--- config.mk ---
export PLATFORM = sky130hd
export DESIGN_NAME = pes_header_parser
export DESIGN_NICKNAME = d
export VERILOG_FILES = /design/src/rtl/php_pkg.sv /design/src/rtl/php_front.sv /design/src/rtl/php_fifo.sv /design/src/rtl/php_back.sv /design/src/rtl/pes_header_parser.sv
export SDC_FILE = /design/constraint.sdc
export NUM_CORES = 1
export LEC_CHECK = 0
export BUFFER_PORTS_ARGS = -buffer_cell sky130_fd_sc_hd__buf_2
export CAP_MARGIN = 5
export CORE_UTILIZATION = 30
export CTS_BUF_LIST = sky130_fd_sc_hd__clkbuf_4 sky130_fd_sc_hd__clkbuf_8 sky130_fd_sc_hd__clkbuf_16
export DETAILED_ROUTE_END_ITERATION = 10
export GPL_ROUTABILITY_DRIVEN = 0
export HOLD_SLACK_MARGIN = 0.12
export PLACE_DENSITY = 0.57
export SLEW_MARGIN = 0
export SYNTH_ARGS = -nofsm -noshare
export SYNTH_HDL_FRONTEND = slang
export SYNTH_SLANG_ARGS = --single-unit
export TNS_END_PERCENT = 50
--- constraint.sdc ---
create_clock -name clk_i -period 4.6 [get_ports clk_i]
set_input_delay 0.69 -clock clk_i [delete_from_list [all_inputs] [get_ports clk_i]]
set_output_delay 0.69 -clock clk_i [all_outputs]
set_load 0.01 [all_outputs]
--- src/rtl/php_pkg.sv ---
`timescale 1ns / 1ps
// shared types and constants for the pes header parser
// no dependencies; used by php_front, php_fifo, php_back and the top level
package php_pkg;

  localparam int unsigned DATA_W      = 8;
  localparam int unsigned STAT_W      = 3;
  localparam int unsigned CNT_W       = 16;
  localparam int unsigned OUT_TDATA_W = 48;

  // result queue between parser and output stage
  localparam int unsigned FIFO_DEPTH = 4;
  localparam int unsigned FIFO_AW    = 2;
  localparam int unsigned FIFO_CW    = 3;

  // result kind carried on tuser
  localparam logic KIND_PAYLOAD = 1'b0;
  localparam logic KIND_SUMMARY = 1'b1;

  // what one input byte leaves for the output side: a payload byte, a summary or both
  typedef struct packed {
    logic              pay_vld;
    logic [DATA_W-1:0] pay_byte;
    logic              sum_vld;
    logic [STAT_W-1:0] status;
    logic [DATA_W-1:0] stream_code;
    logic [DATA_W-1:0] flags;
    logic [CNT_W-1:0]  count;
  } entry_t;

endpackage

--- src/rtl/php_front.sv ---
`timescale 1ns / 1ps
// parser front: walks the pes header one byte per cycle while input bytes are accepted, builds result entries
// depends on php_pkg
module php_front (
  input  logic                     clk_i,
  input  logic                     rst_ni,
  input  logic                     byte_vld_i,
  input  logic [php_pkg::DATA_W-1:0] data_byte_i,
  input  logic                     last_i,
  output logic                     push_o,
  output php_pkg::entry_t          entry_o
);

  localparam logic [2:0] PH_START   = 3'd0;
  localparam logic [2:0] PH_LENGTH  = 3'd1;
  localparam logic [2:0] PH_FLAGS   = 3'd2;
  localparam logic [2:0] PH_HDRLEN  = 3'd3;
  localparam logic [2:0] PH_SKIP    = 3'd4;
  localparam logic [2:0] PH_PAYLOAD = 3'd5;
  localparam logic [2:0] PH_ERROR   = 3'd6;

  localparam logic [2:0] ST_OK        = 3'd0;
  localparam logic [2:0] ST_START     = 3'd1;
  localparam logic [2:0] ST_LENGTH    = 3'd2;
  localparam logic [2:0] ST_MARKER    = 3'd3;
  localparam logic [2:0] ST_SHORT     = 3'd4;
  localparam logic [2:0] ST_TRUNCATED = 3'd5;

  logic [2:0]  phase_q, phase_d;
  logic [1:0]  idx_q, idx_d;
  logic [7:0]  id_q, id_d;
  logic [15:0] len_q, len_d;
  logic [15:0] bal_q, bal_d;
  logic        ovr_q, ovr_d;
  logic [7:0]  flags_q, flags_d;
  logic [7:0]  hl_q, hl_d;
  logic [2:0]  err_q, err_d;
  logic [15:0] pc_q, pc_d;

  logic        counted;
  logic [7:0]  want;
  logic [3:0]  need;
  logic [2:0]  status;
  logic        pay;

  always_comb begin
    phase_d = phase_q;
    idx_d   = idx_q;
    id_d    = id_q;
    len_d   = len_q;
    bal_d   = bal_q;
    ovr_d   = ovr_q;
    flags_d = flags_q;
    hl_d    = hl_q;
    err_d   = err_q;
    pc_d    = pc_q;
    pay     = 1'b0;
    want    = (idx_q == 2'd2) ? 8'h01 : 8'h00;
    need    = (flags_q[1] ? 4'd5 : 4'd0) + (flags_q[0] ? 4'd5 : 4'd0);

    // bytes after the length field, used for the length check
    counted = (phase_q == PH_FLAGS) || (phase_q == PH_HDRLEN) || (phase_q == PH_SKIP)
           || (phase_q == PH_PAYLOAD)
           || ((phase_q == PH_ERROR) && ((err_q == ST_MARKER) || (err_q == ST_SHORT)));
    if (counted) begin
      if (bal_q == 16'hFFFF) ovr_d = 1'b1;
      else                   bal_d = bal_q + 16'd1;
    end

    unique case (phase_q)
      PH_START: begin
        if (idx_q != 2'd3) begin
          if (data_byte_i != want) begin
            err_d   = ST_START;
            phase_d = PH_ERROR;
          end else begin
            idx_d = idx_q + 2'd1;
          end
        end else begin
          id_d    = data_byte_i;
          idx_d   = 2'd0;
          phase_d = PH_LENGTH;
        end
      end
      PH_LENGTH: begin
        if (idx_q == 2'd0) begin
          len_d = {data_byte_i, 8'h00};
          idx_d = 2'd1;
        end else begin
          len_d = {len_q[15:8], data_byte_i};
          idx_d = 2'd0;
          if ((len_d == 16'd0) && ((id_q < 8'hE0) || (id_q >= 8'hF0))) begin
            err_d   = ST_LENGTH;
            phase_d = PH_ERROR;
          end else if ((id_q == 8'hBE) || (id_q == 8'hBF)) begin
            phase_d = PH_PAYLOAD;
          end else begin
            phase_d = PH_FLAGS;
          end
        end
      end
      PH_FLAGS: begin
        if (idx_q == 2'd0) begin
          if (data_byte_i[7:6] != 2'b10) begin
            err_d   = ST_MARKER;
            phase_d = PH_ERROR;
          end else begin
            flags_d = {data_byte_i[5:0], 2'b00};
            idx_d   = 2'd1;
          end
        end else begin
          flags_d = {flags_q[7:2], data_byte_i[7:6]};
          idx_d   = 2'd0;
          phase_d = PH_HDRLEN;
        end
      end
      PH_HDRLEN: begin
        if (data_byte_i < {4'd0, need}) begin
          err_d   = ST_SHORT;
          phase_d = PH_ERROR;
        end else begin
          hl_d    = data_byte_i;
          phase_d = (data_byte_i == 8'd0) ? PH_PAYLOAD : PH_SKIP;
        end
      end
      PH_SKIP: begin
        hl_d = hl_q - 8'd1;
        if (hl_d == 8'd0) phase_d = PH_PAYLOAD;
      end
      PH_PAYLOAD: begin
        if (pc_q != 16'hFFFF) pc_d = pc_q + 16'd1;
        pay = 1'b1;
      end
      default: begin
      end
    endcase

    // summary status, from the state this byte leaves behind
    if (err_d == ST_START)                                       status = ST_START;
    else if ((phase_d == PH_START) || (phase_d == PH_LENGTH))    status = ST_TRUNCATED;
    else if (err_d == ST_LENGTH)                                 status = ST_LENGTH;
    else if ((len_d != 16'd0) && (ovr_d || (bal_d != len_d)))   status = ST_LENGTH;
    else if (err_d != ST_OK)                                     status = err_d;
    else if ((phase_d == PH_FLAGS) || (phase_d == PH_HDRLEN) || (phase_d == PH_SKIP))
      status = ST_TRUNCATED;
    else                                                         status = ST_OK;

    entry_o.pay_vld     = pay;
    entry_o.pay_byte    = data_byte_i;
    entry_o.sum_vld     = last_i;
    entry_o.status      = status;
    entry_o.stream_code = id_d;
    entry_o.flags       = flags_d;
    entry_o.count       = pc_d;

    if (last_i) begin
      phase_d = PH_START;
      idx_d   = 2'd0;
      id_d    = 8'd0;
      len_d   = 16'd0;
      bal_d   = 16'd0;
      ovr_d   = 1'b0;
      flags_d = 8'd0;
      hl_d    = 8'd0;
      err_d   = ST_OK;
      pc_d    = 16'd0;
    end
  end

  assign push_o = byte_vld_i && (pay || last_i);

  always_ff @(posedge clk_i or negedge rst_ni) begin
    if (!rst_ni) begin
      phase_q <= PH_START;
      idx_q   <= 2'd0;
      id_q    <= 8'd0;
      len_q   <= 16'd0;
      bal_q   <= 16'd0;
      ovr_q   <= 1'b0;
      flags_q <= 8'd0;
      hl_q    <= 8'd0;
      err_q   <= ST_OK;
      pc_q    <= 16'd0;
    end else if (byte_vld_i) begin
      phase_q <= phase_d;
      idx_q   <= idx_d;
      id_q    <= id_d;
      len_q   <= len_d;
      bal_q   <= bal_d;
      ovr_q   <= ovr_d;
      flags_q <= flags_d;
      hl_q    <= hl_d;
      err_q   <= err_d;
      pc_q    <= pc_d;
    end
  end

endmodule

--- src/rtl/php_fifo.sv ---
`timescale 1ns / 1ps
// short result queue between parser front and output stage
// depends on php_pkg
module php_fifo (
  input  logic            clk_i,
  input  logic            rst_ni,
  input  logic            push_i,
  input  php_pkg::entry_t push_data_i,
  input  logic            pop_i,
  output php_pkg::entry_t pop_data_o,
  output logic            full_o,
  output logic            empty_o
);

  php_pkg::entry_t               mem_q [php_pkg::FIFO_DEPTH];
  logic [php_pkg::FIFO_AW-1:0]   wr_q, wr_d;
  logic [php_pkg::FIFO_AW-1:0]   rd_q, rd_d;
  logic [php_pkg::FIFO_CW-1:0]   cnt_q, cnt_d;
  logic                          do_push, do_pop;

  assign full_o     = (cnt_q == php_pkg::FIFO_CW'(php_pkg::FIFO_DEPTH));
  assign empty_o    = (cnt_q == '0);
  assign do_push    = push_i && !full_o;
  assign do_pop     = pop_i && !empty_o;
  assign pop_data_o = mem_q[rd_q];

  always_comb begin
    wr_d  = do_push ? wr_q + 1'b1 : wr_q;
    rd_d  = do_pop ? rd_q + 1'b1 : rd_q;
    cnt_d = cnt_q;
    if (do_push && !do_pop)      cnt_d = cnt_q + 1'b1;
    else if (!do_push && do_pop) cnt_d = cnt_q - 1'b1;
  end

  always_ff @(posedge clk_i) begin
    if (do_push) mem_q[wr_q] <= push_data_i;
  end

  always_ff @(posedge clk_i or negedge rst_ni) begin
    if (!rst_ni) begin
      wr_q  <= '0;
      rd_q  <= '0;
      cnt_q <= '0;
    end else begin
      wr_q  <= wr_d;
      rd_q  <= rd_d;
      cnt_q <= cnt_d;
    end
  end

endmodule

--- src/rtl/php_back.sv ---
`timescale 1ns / 1ps
// output stage: holds one queue entry and hands out its payload, its summary, or its payload then its summary
// depends on php_pkg
module php_back (
  input  logic                             clk_i,
  input  logic                             rst_ni,
  input  php_pkg::entry_t                  head_i,
  input  logic                             empty_i,
  output logic                             pop_o,
  output logic                             m_valid_o,
  input  logic                             m_ready_i,
  output logic                             m_kind_o,
  output logic [php_pkg::OUT_TDATA_W-1:0]  m_data_o
);

  php_pkg::entry_t ent_q, ent_d;
  logic            vld_q, vld_d;
  logic            take;
  logic            done;

  assign take = vld_q && m_ready_i;
  // entry is finished when its last result leaves
  assign done = take && !(ent_q.pay_vld && ent_q.sum_vld);
  assign pop_o = !empty_i && (!vld_q || done);

  always_comb begin
    ent_d = ent_q;
    vld_d = vld_q;
    if (take && !done) ent_d.pay_vld = 1'b0;
    if (done) vld_d = 1'b0;
    if (pop_o) begin
      ent_d = head_i;
      vld_d = 1'b1;
    end
  end

  assign m_valid_o = vld_q;
  assign m_kind_o  = ent_q.pay_vld ? php_pkg::KIND_PAYLOAD : php_pkg::KIND_SUMMARY;

  always_comb begin
    m_data_o = '0;
    if (ent_q.pay_vld) begin
      m_data_o[7:0] = ent_q.pay_byte;
    end else begin
      m_data_o[10:8]  = ent_q.status;
      m_data_o[18:11] = ent_q.stream_code;
      m_data_o[26:19] = ent_q.flags;
      m_data_o[42:27] = ent_q.count;
    end
  end

  always_ff @(posedge clk_i) begin
    ent_q <= ent_d;
  end

  always_ff @(posedge clk_i or negedge rst_ni) begin
    if (!rst_ni) vld_q <= 1'b0;
    else         vld_q <= vld_d;
  end

endmodule

--- src/rtl/pes_header_parser.sv ---
`timescale 1ns / 1ps
// pes packet header parser top: parser front, result queue, output stage
// output path: a payload byte or summary is registered in the result queue and then
//   in the output stage register before it is offered on the output
// throughput: one input byte per cycle while the result queue is not full; a last byte
//   that is also payload gives two results, absorbed by the four-entry result queue
// reset: rst_ni asynchronous, active low; parser returns to start code search
module pes_header_parser (
  input  logic        clk_i,
  input  logic        rst_ni,
  input  logic        s_axis_tvalid,
  output logic        s_axis_tready,
  input  logic [7:0]  s_axis_tdata,   // [7:0] data_byte
  input  logic        s_axis_tlast,   // end_of_packet
  output logic        m_axis_tvalid,
  input  logic        m_axis_tready,
  // [7:0] payload_byte, [10:8] parse_status, [18:11] stream_code,
  // [26:19] header_flags, [42:27] payload_count, [47:43] zero
  output logic [php_pkg::OUT_TDATA_W-1:0] m_axis_tdata,
  output logic        m_axis_tuser    // result_kind
);

  php_pkg::entry_t push_ent;
  php_pkg::entry_t head_ent;
  logic            push, pop, full, empty, byte_vld;

  assign s_axis_tready = !full;
  assign byte_vld      = s_axis_tvalid && s_axis_tready;

  php_front u_front (
    .clk_i       (clk_i),
    .rst_ni      (rst_ni),
    .byte_vld_i  (byte_vld),
    .data_byte_i (s_axis_tdata),
    .last_i      (s_axis_tlast),
    .push_o      (push),
    .entry_o     (push_ent)
  );

  php_fifo u_fifo (
    .clk_i       (clk_i),
    .rst_ni      (rst_ni),
    .push_i      (push),
    .push_data_i (push_ent),
    .pop_i       (pop),
    .pop_data_o  (head_ent),
    .full_o      (full),
    .empty_o     (empty)
  );

  php_back u_back (
    .clk_i     (clk_i),
    .rst_ni    (rst_ni),
    .head_i    (head_ent),
    .empty_i   (empty),
    .pop_o     (pop),
    .m_valid_o (m_axis_tvalid),
    .m_ready_i (m_axis_tready),
    .m_kind_o  (m_axis_tuser),
    .m_data_o  (m_axis_tdata)
  );

endmodule
==> run_results.csv <==
group,metric,value,unit
run_status,status,"finished, final reports clean",
sta,rsz0062_at_grt,"no",
sta,layout_min_cycle_time,3700,ps
clocking,cts_tree,"done",
clocking,insertion_delay,520,ps
floorplanning,dieHeight,223,um
setup_path,cp.buffers_inverters,0,
synth,synthMuxAreaShare,9.20,%
grt,grt_use_total,13.3,%
run,maxCapViolations,0,
synth,yosysTopAreaCellShare,46.1,%
floorplanning,die_w,223,um
sta,clock.fmax,270,MHz
synth,synth_cells,1102,
synth,synthSimpleGateAreaFrac,12.2,%
synth,synth_xor_xnor_area_share,2.27,%
setup_path,critical_path_arrival,3960,ps
final_layout,final_area,16700,sq um
synth,synth_top_family_by_area,"simple AND/OR/NAND/NOR gates",
sta,maxSlewViolCount,0,
setup_path,cp_slowest_cell,"dfrtp_1",
grt,grt_pass1_vias,8920,
sta,skew,18.7,ps
grt,grt_pass1_wl,51.7,mm
setup_path,crit_fanout,20,
drt,drc,0,
synth,yosysMostFrequentCell,"edfxtp_1",
clocking,cts_buffer_depth,3,
place,dp_hpwl,20.8,mm
synth,synth_seq_cells,314,
synth,synthArstFlopShare,28.3,%
grt,gr-total-overflow,0,
final_layout,nNetsFinal,1172,
floorplanning,pin_count,64,
grt,grtUsageMet3,2.03,%
grt,busiest_layer,"met2",
clocking,clk_pin_slew,60,ps
final_layout,synthToLayoutAreaGrowth,13.9,%
setup_path,critPathMaxStageDelay,740,ps
synth,synth_edf_count,225,
setup_path,crit_family,"compound AO/OA/AOI/OAI gates",
power,power_density,603,nW/um^2
floorplanning,start_util,30.6,%
drt,drt_iter0_drc,636,
synth,avgSynthCellArea,13.3,sq um
synth,ys_top_cells_by_area,"edfxtp_1 (46%), dfrtp_1 (15%), mux4_2 (6.9%), o21ai_0 (2.4%), nor2b_1 (2.0%)",
sta,period_share,80.5,%
setup_path,worstSetupPathType,"reg -> reg",
final_layout,drive_gt1_share,19.2,%
clocking,cts.sinks,314,
clocking,htreeDepth,2,
sta,setup_viol,0,
sta,slew_headroom,28.1,%
synth,synth_common_cells,"edfxtp_1 (225), dfrtp_1 (89), nand2_1 (76), o21ai_0 (71)",
setup_path,critical_path.cell_chain,"and4bb_1 -> o31a_1 -> nand3_1 -> or4b_1 -> o2111ai_1 -> a2111oi_2 -> a31oi_1 -> o21ai_1 -> a211o_1",
grt,grt_antenna_before_repair,0,
drt,viasPerCell,5.08,
grt,met2_usage,22.1,%
sta,final_hold_viol_count,0,
drt,dr.pass1.iters,5,
grt,use_met1,17.7,%
synth,synth_cell_types,86,
grt,grt_max_degree,57,
setup_path,rr_worst_depth,9,
synth,synth_area_leader_cell,"edfxtp_1",
drt,drt-total-wl,32.7,mm
synth,ys.flop_type,"edfxtp_1",
clocking,post_cts_resized,0,
floorplanning,die_area,49800,sq um
drt,vias,9049,
clocking,clockRootBuffer,"clkbuf_16",
setup_path,cp-start-kind,"flip-flop",
place,place_area,15600,sq um
synth,yosysSeqAreaShare,61.3,%
floorplanning,row_count,80,
place,numPortBuffers,58,
drt,wire_per_inst,18.3,um
power,vdd_drop_max,233,uV
clocking,numCtsBuffers,34,
worst_hold_path,hold_class,"in -> async",
synth,synth_compound_area_share,10.5,%
sta,worst_hold_slack,245,ps
synth,synth-adder-area-share,1.50,%
synth,syn-cell-area,14700,sq um
sta,tns,0,ps
clocking,ctsHoldBuffers,0,
setup_path,critPathRequiredTime,4860,ps
setup_path,endpoint_kind,"flip-flop",
synth,yosys_warnings,0,
power,p_leak,6.12,nW
sta,tightest_slew,1070,ps
setup_path,path_depth,9,
final_layout,antenna_cells,0,
drt,drtAntennaViolNets,0,
floorplanning,core,47900,sq um
clocking,post_cts.repair.setup_buffers,0,
==> report_power, final <==
group / internal (W) / switching [W] / total [W]
Sequential: 0.00379 / 0.000407 / 0.00420
Combinational: 0.00131 / 0.00179 / 0.00309
Clock: 0.00170 / 0.00107 / 0.00277
==> path summary, 6_finish.rpt <==
check                                    from             endpoint  slack [ps]
min in group clk_i           u_front.len_q[4]     u_front.len_q[4]         490
min reg2reg                  u_front.len_q[4]     u_front.len_q[4]         490
max in group asynchronous              rst_ni     u_front.len_q[1]        3330
min                                    rst_ni      u_front.hl_q[2]         250
max reg2reg                u_front.phase_q[0]  u_fifo.mem_q[2][32]         900
max                        u_front.phase_q[0]  u_fifo.mem_q[2][32]         900
==> cell type report <==
cell class | instances | area [sq um]
inverter | 27 | 101
tap | 615 | 769
fill | 4612 | 31300
sequential | 314 | 8990
multi-input combinational | 688 | 5270
clock inverter | 14 | 174
clock buffer | 46 | 965
timing repair buffer | 77 | 435
==> state kept, by name, summed over array words and instances, names as in the netlist <==
signal            cells
u_front.id_q          8
u_front.pc_q         16
u_back.m_valid_o      1
u_back.ent_q         45
u_front.phase_q       3
u_fifo.rd_q           2
u_front.flags_q       8
u_front.len_q        16
u_front.bal_q        16
u_fifo.cnt_q          3
u_front.ovr_q         1
u_fifo.mem_q        180
u_front.err_q         3
u_front.idx_q         2
u_fifo.wr_q           2
u_front.hl_q          8
==> layer usage <==
layer,up-vias,share of wire [%]
met5,-,0
met1,4500,45
li1,4264,-
met4,0,2.4
met2,237,48
met3,48,4.7
==> metrics by stage <==
step	utilization (%)	total power, W	setup slack (ps)	std cells
floorplan	-	0.00643	225	1106
global placement	32.4	0.00733	988	1721
detailed placement	32.4	0.00739	953	1721
CTS	34.8	0.0102	921	1781
global route	34.8	0.0107	672	1781
finish	34.8	0.0101	896	1781
==> layout by cell type (no fill, tap or decap), drive strengths merged, types with 18 or more instances in the layout <==
master,count
nand3,19
a22o,26
o21ai,74
a21oi,44
nand2,76
mux4,45
nor2b,47
nor3,27
edfxtp,225
nor2,50
clkbuf,46
dfrtp,89
xnor2,24
nand4,18
and2,18
buf,77
inv,28
==> cells by family after synthesis <==
group,count (synthesis)
AO/OA/AOI/OAI,232
AND/OR/NAND/NOR,322
flip-flops,314
multiplexers,74
XOR/XNOR,38
buffers and inverters,104
adder cells (fa/ha/maj),17
other,1
Power figures use the tool's default switching activity.
